**src/rtl/dual_pedal_sensor_plausibility_assert.svh**
```systemverilog
// Assertion macros for the pedal plausibility block.
// Needs nothing else; included by the top level.
`ifndef DUAL_PEDAL_SENSOR_PLAUSIBILITY_ASSERT_SVH
`define DUAL_PEDAL_SENSOR_PLAUSIBILITY_ASSERT_SVH

// ante holds now -> cons holds in the same cycle
`define DPSP_ASSERT_SAME(lbl, clk, rst_n, ante, cons) \
  lbl: assert property (@(posedge clk) disable iff (!rst_n) (ante) |-> (cons)) \
    else $error("dpsp assertion failed");

// ante holds now -> cons holds in the next cycle
`define DPSP_ASSERT_NEXT(lbl, clk, rst_n, ante, cons) \
  lbl: assert property (@(posedge clk) disable iff (!rst_n) (ante) |=> (cons)) \
    else $error("dpsp assertion failed");

`endif

```
**src/rtl/dpsp_pkg.sv**
```systemverilog
// Shared types and constants for the pedal plausibility block.
// No dependencies.
package dpsp_pkg;

  localparam int DIV_STAGES     = 4;
  localparam int BITS_PER_STAGE = 2;

  localparam logic [7:0] SCALE_FULL = 8'hFF;

  // configuration register indexes
  localparam logic [2:0] REG_S1_LOW   = 3'd0;
  localparam logic [2:0] REG_S1_HIGH  = 3'd1;
  localparam logic [2:0] REG_S2_LOW   = 3'd2;
  localparam logic [2:0] REG_S2_HIGH  = 3'd3;
  localparam logic [2:0] REG_SLOP     = 3'd4;
  localparam logic [2:0] REG_DEADZONE = 3'd5;
  localparam logic [2:0] REG_DISAGREE = 3'd6;

  // reset values
  localparam logic [7:0] RST_S1_LOW   = 8'h9E;
  localparam logic [7:0] RST_S1_HIGH  = 8'hE7;
  localparam logic [7:0] RST_S2_LOW   = 8'h6D;
  localparam logic [7:0] RST_S2_HIGH  = 8'hA1;
  localparam logic [7:0] RST_SLOP     = 8'd10;
  localparam logic [6:0] RST_DEADZONE = 7'd10;
  localparam logic [7:0] RST_DISAGREE = 8'd25; // 0xFF / 10

  typedef struct packed {
    logic [7:0] lo;
    logic [7:0] hi;
    logic [7:0] slop;
  } lane_cfg_t;

  typedef struct packed {
    logic       fault;
    logic [7:0] scaled;
  } lane_res_t;

  typedef struct packed {
    logic [6:0] deadzone;
    logic [7:0] disagree;
  } merge_cfg_t;

endpackage

```
**src/rtl/dpsp_in_if.sv**
```systemverilog
// Input channel: one pair of raw pedal sensor samples per transaction.
// Needs no package.
interface dpsp_in_if #(parameter int SAMPLE_BITS = 10);
  logic                   valid;
  logic                   ready;
  logic [SAMPLE_BITS-1:0] sample_one;
  logic [SAMPLE_BITS-1:0] sample_two;

  modport source (output valid, output sample_one, output sample_two, input ready);
  modport sink   (input valid, input sample_one, input sample_two, output ready);
endinterface

```
**src/rtl/dpsp_out_if.sv**
```systemverilog
// Result channel: scaled pedal positions, fault flag and speed command.
// Needs no package.
interface dpsp_out_if;
  logic        valid;
  logic        ready;
  logic [7:0]  pedal_one;
  logic [7:0]  pedal_two;
  logic        fault;
  logic [11:0] motor_speed;

  modport source (output valid, output pedal_one, output pedal_two, output fault,
                  output motor_speed, input ready);
  modport sink   (input valid, input pedal_one, input pedal_two, input fault,
                  input motor_speed, output ready);
endinterface

```
**src/rtl/dual_pedal_sensor_plausibility.sv**
```systemverilog
// Channel   Dir  Payload                                       Transaction
// in_ch     in   sample_one, sample_two                         valid & ready
// out_ch    out  pedal_one, pedal_two, fault, motor_speed       valid & ready
// cfg_*     in   cfg_idx, cfg_wdata                             cfg_we
//
// One pair per cycle while the output register is empty or taken; a result
// passes through the front check register, the 4-stage scaling divider
// (2 quotient bits per stage) and the merge output register.
// The whole pipeline advances when the output register is empty or taken;
// a stalled output holds every stage. Synchronous reset clears valid bits
// and loads the calibration defaults.
// Top level of the pedal sensor plausibility block; depends on dpsp_pkg,
// the channel interfaces, dpsp_lane, dpsp_merge and the assertion macros.
`include "dual_pedal_sensor_plausibility_assert.svh"

module dual_pedal_sensor_plausibility #(
  parameter int SAMPLE_BITS = 10
) (
  input  logic       clk,
  input  logic       rst_n,
  dpsp_in_if.sink    in_ch,
  dpsp_out_if.source out_ch,
  input  logic       cfg_we,
  input  logic [2:0] cfg_idx,
  input  logic [7:0] cfg_wdata
);

  logic [7:0] s1_low_r, s1_high_r, s2_low_r, s2_high_r, slop_r, disagree_r;
  logic [6:0] deadzone_r;

  always_ff @(posedge clk) begin
    if (!rst_n) begin
      s1_low_r   <= dpsp_pkg::RST_S1_LOW;
      s1_high_r  <= dpsp_pkg::RST_S1_HIGH;
      s2_low_r   <= dpsp_pkg::RST_S2_LOW;
      s2_high_r  <= dpsp_pkg::RST_S2_HIGH;
      slop_r     <= dpsp_pkg::RST_SLOP;
      deadzone_r <= dpsp_pkg::RST_DEADZONE;
      disagree_r <= dpsp_pkg::RST_DISAGREE;
    end else if (cfg_we) begin
      unique case (cfg_idx)
        dpsp_pkg::REG_S1_LOW:   s1_low_r   <= cfg_wdata;
        dpsp_pkg::REG_S1_HIGH:  s1_high_r  <= cfg_wdata;
        dpsp_pkg::REG_S2_LOW:   s2_low_r   <= cfg_wdata;
        dpsp_pkg::REG_S2_HIGH:  s2_high_r  <= cfg_wdata;
        dpsp_pkg::REG_SLOP:     slop_r     <= cfg_wdata;
        dpsp_pkg::REG_DEADZONE: deadzone_r <= cfg_wdata[6:0];
        dpsp_pkg::REG_DISAGREE: disagree_r <= cfg_wdata;
        default: ;
      endcase
    end
  end

  logic                            adv;
  logic [dpsp_pkg::DIV_STAGES:0]   vld_r;
  logic                            out_valid_r;

  assign adv         = !out_valid_r || out_ch.ready;
  assign in_ch.ready = adv;

  always_ff @(posedge clk) begin
    if (!rst_n) begin
      vld_r       <= '0;
      out_valid_r <= 1'b0;
    end else if (adv) begin
      vld_r       <= {vld_r[dpsp_pkg::DIV_STAGES-1:0], in_ch.valid};
      out_valid_r <= vld_r[dpsp_pkg::DIV_STAGES];
    end
  end

  dpsp_pkg::lane_cfg_t  cfg_one, cfg_two;
  dpsp_pkg::lane_res_t  res_one, res_two;
  dpsp_pkg::merge_cfg_t mcfg;

  assign cfg_one = '{lo: s1_low_r, hi: s1_high_r, slop: slop_r};
  assign cfg_two = '{lo: s2_low_r, hi: s2_high_r, slop: slop_r};
  assign mcfg    = '{deadzone: deadzone_r, disagree: disagree_r};

  dpsp_lane #(.SAMPLE_BITS(SAMPLE_BITS)) u_lane_one (
    .clk    (clk),
    .adv    (adv),
    .sample (in_ch.sample_one),
    .cfg    (cfg_one),
    .res    (res_one)
  );

  dpsp_lane #(.SAMPLE_BITS(SAMPLE_BITS)) u_lane_two (
    .clk    (clk),
    .adv    (adv),
    .sample (in_ch.sample_two),
    .cfg    (cfg_two),
    .res    (res_two)
  );

  dpsp_merge u_merge (
    .clk           (clk),
    .adv           (adv),
    .res_one       (res_one),
    .res_two       (res_two),
    .cfg           (mcfg),
    .pedal_one_r   (out_ch.pedal_one),
    .pedal_two_r   (out_ch.pedal_two),
    .fault_r       (out_ch.fault),
    .motor_speed_r (out_ch.motor_speed)
  );

  assign out_ch.valid = out_valid_r;

  // a faulted result carries no position or speed
  `DPSP_ASSERT_SAME(a_fault_zero, clk, rst_n, out_valid_r && out_ch.fault,
    out_ch.pedal_one == 8'h00 && out_ch.pedal_two == 8'h00 && out_ch.motor_speed == 12'h000)
  // speed command tracks pedal one
  `DPSP_ASSERT_SAME(a_speed, clk, rst_n, out_valid_r && !out_ch.fault,
    out_ch.motor_speed == ({1'b0, out_ch.pedal_one, 3'b000} + {4'h0, out_ch.pedal_one}))
  // an accepted transaction enters the first stage
  `DPSP_ASSERT_NEXT(a_enter, clk, rst_n, in_ch.valid && in_ch.ready, vld_r[0])
  // stalled pipeline keeps its occupancy
  `DPSP_ASSERT_NEXT(a_hold, clk, rst_n, !adv, $stable(vld_r) && out_valid_r)

endmodule

```
**src/rtl/dpsp_lane.sv**
```systemverilog
// One sensor lane: range check, clamp and pipelined scaling divider.
// Depends on dpsp_pkg.
module dpsp_lane #(
  parameter int SAMPLE_BITS = 10
) (
  input  logic                   clk,
  input  logic                   adv,
  input  logic [SAMPLE_BITS-1:0] sample,
  input  dpsp_pkg::lane_cfg_t    cfg,
  output dpsp_pkg::lane_res_t    res
);

  typedef struct packed {
    logic       fault;
    logic       zero;
    logic [7:0] span;
    logic [7:0] rem;
    logic [7:0] nlo;
    logic [7:0] q;
  } div_st_t;

  // restoring division, BITS_PER_STAGE quotient bits
  function automatic div_st_t div_step(input div_st_t s);
    div_st_t    o;
    logic [8:0] t;
    o = s;
    for (int i = 0; i < dpsp_pkg::BITS_PER_STAGE; i++) begin
      t     = {o.rem, o.nlo[7]};
      o.nlo = {o.nlo[6:0], 1'b0};
      if (t >= {1'b0, o.span}) begin
        t   = t - {1'b0, o.span};
        o.q = {o.q[6:0], 1'b1};
      end else begin
        o.q = {o.q[6:0], 1'b0};
      end
      o.rem = t[7:0];
    end
    return o;
  endfunction

  logic [7:0]  v, x1, x2, dx;
  logic        f_hi, f_lo, f_span;
  logic [15:0] num;
  div_st_t     front;
  div_st_t     st_r [0:dpsp_pkg::DIV_STAGES];

  always_comb begin
    v    = sample[SAMPLE_BITS-1 -: 8];
    f_hi = (v > cfg.hi) && ({1'b0, v} > ({1'b0, cfg.hi} + {1'b0, cfg.slop}));
    x1   = (v > cfg.hi) ? cfg.hi : v;
    f_lo = (x1 < cfg.lo) && (({1'b0, x1} + {1'b0, cfg.slop}) < {1'b0, cfg.lo});
    x2   = (x1 < cfg.lo) ? cfg.lo : x1;
    f_span = (cfg.hi == cfg.lo);
    dx   = x2 - cfg.lo;
    num  = {dx, 8'h00} - {8'h00, dx}; // dx * 255
    front.fault = f_hi | f_lo | f_span;
    front.zero  = (cfg.hi < cfg.lo) || (x2 <= cfg.lo);
    front.span  = cfg.hi - cfg.lo;
    front.rem   = num[15:8];
    front.nlo   = num[7:0];
    front.q     = 8'h00;
  end

  always_ff @(posedge clk) begin
    if (adv) begin
      st_r[0] <= front;
    end
  end

  for (genvar k = 0; k < dpsp_pkg::DIV_STAGES; k++) begin : g_div
    always_ff @(posedge clk) begin
      if (adv) begin
        st_r[k+1] <= div_step(st_r[k]);
      end
    end
  end

  assign res.fault  = st_r[dpsp_pkg::DIV_STAGES].fault;
  assign res.scaled = st_r[dpsp_pkg::DIV_STAGES].zero ? 8'h00
                                                      : st_r[dpsp_pkg::DIV_STAGES].q;

endmodule

```
**src/rtl/dpsp_merge.sv**
```systemverilog
// Merge stage: agreement check, deadzone, speed command, output register.
// Depends on dpsp_pkg.
module dpsp_merge (
  input  logic                 clk,
  input  logic                 adv,
  input  dpsp_pkg::lane_res_t  res_one,
  input  dpsp_pkg::lane_res_t  res_two,
  input  dpsp_pkg::merge_cfg_t cfg,
  output logic [7:0]           pedal_one_r,
  output logic [7:0]           pedal_two_r,
  output logic                 fault_r,
  output logic [11:0]          motor_speed_r
);

  function automatic logic [7:0] deadzone(input logic [7:0] m, input logic [6:0] dz);
    logic [7:0] top;
    top = dpsp_pkg::SCALE_FULL - {1'b0, dz};
    if (m < {1'b0, dz}) begin
      return 8'h00;
    end else if (m > top) begin
      return dpsp_pkg::SCALE_FULL;
    end
    return m;
  endfunction

  logic [7:0]  diff, m1, m2;
  logic        flt;
  logic [7:0]  pedal_one_nxt, pedal_two_nxt;
  logic [11:0] motor_speed_nxt;

  always_comb begin
    diff = (res_one.scaled > res_two.scaled) ? res_one.scaled - res_two.scaled
                                             : res_two.scaled - res_one.scaled;
    flt  = res_one.fault | res_two.fault | ((diff != 8'h00) && (diff >= cfg.disagree));
    m1   = deadzone(res_one.scaled, cfg.deadzone);
    m2   = deadzone(res_two.scaled, cfg.deadzone);
    pedal_one_nxt   = flt ? 8'h00 : m1;
    pedal_two_nxt   = flt ? 8'h00 : m2;
    motor_speed_nxt = flt ? 12'h000 : ({1'b0, m1, 3'b000} + {4'h0, m1});
  end

  always_ff @(posedge clk) begin
    if (adv) begin
      pedal_one_r   <= pedal_one_nxt;
      pedal_two_r   <= pedal_two_nxt;
      fault_r       <= flt;
      motor_speed_r <= motor_speed_nxt;
    end
  end

endmodule

```
**src/flat_wrapper.sv**
```systemverilog
// flat-port wrapper written by rule: the top's interface ports become plain ports
module dual_pedal_sensor_plausibility_flat 
#(
  parameter int SAMPLE_BITS = 10
)
  (clk, rst_n, cfg_we, cfg_idx, cfg_wdata, in_ch_valid, in_ch_sample_one, in_ch_sample_two, in_ch_ready, out_ch_valid, out_ch_pedal_one, out_ch_pedal_two, out_ch_fault, out_ch_motor_speed, out_ch_ready);
  dpsp_in_if #(.SAMPLE_BITS(SAMPLE_BITS)) in_ch_i ();
  dpsp_out_if out_ch_i ();
  input  logic clk;
  input  logic rst_n;
  input  logic cfg_we;
  input  logic [2:0] cfg_idx;
  input  logic [7:0] cfg_wdata;
  input wire logic [$bits(in_ch_i.valid)-1:0] in_ch_valid;
  input wire logic [$bits(in_ch_i.sample_one)-1:0] in_ch_sample_one;
  input wire logic [$bits(in_ch_i.sample_two)-1:0] in_ch_sample_two;
  output wire logic [$bits(in_ch_i.ready)-1:0] in_ch_ready;
  output wire logic [$bits(out_ch_i.valid)-1:0] out_ch_valid;
  output wire logic [$bits(out_ch_i.pedal_one)-1:0] out_ch_pedal_one;
  output wire logic [$bits(out_ch_i.pedal_two)-1:0] out_ch_pedal_two;
  output wire logic [$bits(out_ch_i.fault)-1:0] out_ch_fault;
  output wire logic [$bits(out_ch_i.motor_speed)-1:0] out_ch_motor_speed;
  input wire logic [$bits(out_ch_i.ready)-1:0] out_ch_ready;
  assign in_ch_i.valid = in_ch_valid;
  assign in_ch_i.sample_one = in_ch_sample_one;
  assign in_ch_i.sample_two = in_ch_sample_two;
  assign in_ch_ready = in_ch_i.ready;
  assign out_ch_valid = out_ch_i.valid;
  assign out_ch_pedal_one = out_ch_i.pedal_one;
  assign out_ch_pedal_two = out_ch_i.pedal_two;
  assign out_ch_fault = out_ch_i.fault;
  assign out_ch_motor_speed = out_ch_i.motor_speed;
  assign out_ch_i.ready = out_ch_ready;
  dual_pedal_sensor_plausibility #(.SAMPLE_BITS(SAMPLE_BITS)) u_core (.clk(clk), .rst_n(rst_n), .in_ch(in_ch_i), .out_ch(out_ch_i), .cfg_we(cfg_we), .cfg_idx(cfg_idx), .cfg_wdata(cfg_wdata));
endmodule
```
**config.mk**
```make
export PLATFORM = sky130hd
export DESIGN_NAME = dual_pedal_sensor_plausibility_flat
export DESIGN_NICKNAME = d
export VERILOG_FILES = /design/src/rtl/dpsp_pkg.sv /design/src/rtl/dpsp_in_if.sv /design/src/rtl/dpsp_out_if.sv /design/src/rtl/dual_pedal_sensor_plausibility.sv /design/src/rtl/dpsp_lane.sv /design/src/rtl/dpsp_merge.sv /design/src/flat_wrapper.sv
export VERILOG_INCLUDE_DIRS = /design/src /design/src/rtl
export SDC_FILE = /design/constraint.sdc
export NUM_CORES = 1
export LEC_CHECK = 0
export BUFFER_PORTS_ARGS = -buffer_cell sky130_fd_sc_hd__buf_4
export CAP_MARGIN = 20
export CORE_MARGIN = 2
export CORE_UTILIZATION = 45
export DETAILED_ROUTE_END_ITERATION = 6
export PLACE_DENSITY = 0.71
export SLEW_MARGIN = 0
export SYNTH_ARGS = -nofsm -noshare
export SYNTH_HDL_FRONTEND = slang
export SYNTH_HIERARCHICAL = 1
export SYNTH_SLANG_ARGS = --single-unit
```
**constraint.sdc**
```tcl
create_clock -name clk -period 7.4 [get_ports clk]
set_input_delay 1.11 -clock clk [delete_from_list [all_inputs] [get_ports clk]]
set_output_delay 1.11 -clock clk [all_outputs]
set_load 0.005 [all_outputs]
```
==> impl_metrics.env <==
export IMPL_synth_nets=2585
export IMPL_fill_cells=4397
export IMPL_track_usage=0.180
export IMPL_ir_drop_v=0.000273
export IMPL_critPathLaunchType="input port"
export IMPL_place_inst=2912
export IMPL_grt_overflow=0
export IMPL_mostFrequentLayoutCell="ha_1"
export IMPL_yosysSeqAreaShare=0.387
export IMPL_crit_path_frequent_cell="a21oi_1"
export IMPL_synthDistinctLibCells=85
export IMPL_ctsRootBufferMaster="clkbuf_16"
export IMPL_setup_ws_ns=0.961
export IMPL_ant_nets=0
export IMPL_synth_area_per_cell_um2=10.3
export IMPL_cts_hold_buf=0
export IMPL_grt_pass1_vias=16008
export IMPL_wl_per_cell_um=15.9
export IMPL_io_pins=67
export IMPL_areaGrowthSynthToFinish_pct=10.2
export IMPL_clock_sinks=315
export IMPL_finalSetupViolCount=0
export IMPL_power_density_nw_per_um2=469
export IMPL_cp_required_ns=7.66
export IMPL_cp_end_kind="flop"
export IMPL_finalClockSkew_ns=0.0197
export IMPL_cts_made_buffers=35
export IMPL_htreeDepth=2
export IMPL_fp_coreArea_um2=50200
export IMPL_fmax_mhz=155
export IMPL_wirelength_um=47400
export IMPL_cts_clk_slew_worst_paths_ns=0.06
export IMPL_multi_input_area_um2=12900
export IMPL_crit_type="in2reg"
export IMPL_cpPeakStageDelay_ns=0.50
export IMPL_antenna_found_initial=0
export IMPL_final_util=0.502
export IMPL_yosys_warnings=6
export IMPL_port_buffer_count=62
export IMPL_die_area_um2=52600
export IMPL_synthFlopType="edfxtp_1"
export IMPL_clk_insertion_delay_late_ns=0.54
export IMPL_die_w_um=229
export IMPL_grt_pass1_wl_um=78400
export IMPL_hold_depth=0
export IMPL_drc=0
export IMPL_placed_area_um2=24000
export IMPL_outcome="finished clean"
export IMPL_holdWs_ns=0.411
export IMPL_fin_cells=2975
export IMPL_vias=16154
export IMPL_dp_slack_ns=0.510
export IMPL_ff_latch_area_um2=8850
export IMPL_final_layout_size_suffix_gt1_frac=0.113
export IMPL_post_dp_hpwl_um=36800
export IMPL_syn_area_um2=22900
export IMPL_mostFrequentLayoutCells="312 x ha_1, 254 x edfxtp_1, 241 x inv_1, 140 x o21ai_0, 132 x a21oi_1"
export IMPL_worstRegToRegCells=26
export IMPL_floorplan_initialDensity=0.456
export IMPL_hold_viol_final=0
export IMPL_power_mw=11.8
export IMPL_hp_class="reg2reg"
export IMPL_timing_worst_slew_pin_value_ns=0.997
export IMPL_cts_tree="done"
export IMPL_fin_tns_setup_ns=0
export IMPL_drtIter0Drc=842
export IMPL_first_pass_iters=7
export IMPL_fin_crit_sh=0.870
export IMPL_synth_seq_cells=315
export IMPL_via_per_inst=5.43
export IMPL_fp_dieH_um=229
export IMPL_cpMaxStageDelayCell="nor2_2"
export IMPL_post_cts_setup_buffer_count=0
export IMPL_crit_path_cell_trace="buf_4, ha_1, nand4_1, nor2_1, a21oi_1, nor2_2, o21ai_0, ha_1, a21o_1, a21o_1, a21oi_1, nand2_1, a311o_1, mux2i_1, ha_1, inv_1, fa_1, a21o_1, a21oi_1, xnor2_1, a31oi_1, nand2b_1, nor2b_1, a21oi_1"
export IMPL_slew_violations=0
export IMPL_max_slew_margin_rel=0.335
export IMPL_place_congestion=0.873
export IMPL_worstPathArrival_ns=6.70
export IMPL_rows=82
export IMPL_cts_resized=0
export IMPL_synth_edff_count=254
export IMPL_postSynthCellCount=2212
export IMPL_rsz0062_at_grt="no"
export IMPL_cts_buffer_depth=3
export IMPL_grt_max_degree=179
export IMPL_synthArstFlopShare=0
export IMPL_leakage_nw=10.9
export IMPL_fin_crit_ns=6.44
export IMPL_n_antenna_cell=0
export IMPL_fin_area_um2=25200
export IMPL_path_max_fanout=19
export IMPL_layout_nets=2650
export IMPL_max_cap_viol_count=0
## state kept, by name, indices dropped and copies added (netlist names)
signal / cells
u_core/deadzone_r: 7
u_core/disagree_r: 8
u_core/out_ch.valid: 1
u_core/s1_high_r: 8
u_core/s1_low_r: 8
u_core/s2_high_r: 8
u_core/s2_low_r: 8
u_core/slop_r: 8
u_core/u_lane_one/st_r: 114
u_core/u_lane_two/st_r: 114
u_core/u_merge/fault_r: 1
u_core/u_merge/motor_speed_r: 9
u_core/u_merge/pedal_one_r: 8
u_core/u_merge/pedal_two_r: 8
u_core/vld_r: 5
## worst max-delay path: cells and delay by family
family                   cells  cell delay, ns
multiplexers                 1            0.28
AO/OA/AOI/OAI               10            2.28
buffers and inverters        2            0.19
XOR/XNOR                     1            0.20
adder cells (fa/ha/maj)      4            1.25
AND/OR/NAND/NOR              6            1.39
## cell families (layout without fill, tap and decap cells)
kind of cell / Yosys count / in the layout / share of synthesized area
muxes: 148 / 148 / 0.0704
xor gates and xnor gates: 130 / 130 / 0.0501
AOI/OAI and AO/OA: 488 / 488 / 0.137
adders and majority gates: 337 / 337 / 0.193
buffers and inverters: 280 / 371 / 0.0489
and+or+nand+nor: 514 / 514 / 0.114
DFF: 315 / 315 / 0.387
## metal layers
metal,global-route usage,part of all wire
met5,0,0
met4,0.0588,0.028
met3,0.0285,0.049
met2,0.303,0.47
met1,0.236,0.46
## where the power goes
part	total, mW	internal (mW)	switching [mW]
logic	7.05	3.38	3.67
registers	2.99	2.77	0.217
clock network	1.76	1.06	0.703
## cell usage after synthesis (23+ instances only)
master,instances,share of area
ha_1,312,0.17
edfxtp_1,254,0.33
inv_1,242,0.040
o21ai_0,140,0.031
a21oi_1,132,0.029
nor2_1,130,0.021
nand2_1,113,0.019
mux2_2,94,0.046
xnor2_1,89,0.034
nor2b_1,73,0.020
dfxtp_1,61,0.053
mux2i_1,51,0.022
nand3_1,45,0.0099
o21a_1,45,0.015
a21o_1,40,0.013
nand4_1,40,0.011
xor2_1,40,0.015
nand2b_1,28,0.0077
fa_1,25,0.022
nor3_1,23,0.0050
o21bai_1,23,0.0076
## final timing paths
path	start	end	slack (ns)
max reg2reg	u_core/s2_high_r[1]	u_core/u_lane_two/st_r[0][13]	0.99
min reg2reg	u_core/u_lane_two/st_r[0][93]	u_core/u_lane_two/st_r[0][127]	0.41
max	in_ch_sample_one[9]	u_core/u_lane_one/st_r[0][13]	0.96
min	u_core/u_lane_two/st_r[0][93]	u_core/u_lane_two/st_r[0][127]	0.41
## cell type report
type | count | share of cell area
flip-flops and latches | 315 | 0.351
well taps | 672 | 0.0334
clock inverters | 17 | 0.00750
multi-input cells | 1617 | 0.512
repair buffers | 66 | 0.0201
inverters | 242 | 0.0362
clock buffers | 46 | 0.0395
(Power assumes the default switching activity.)
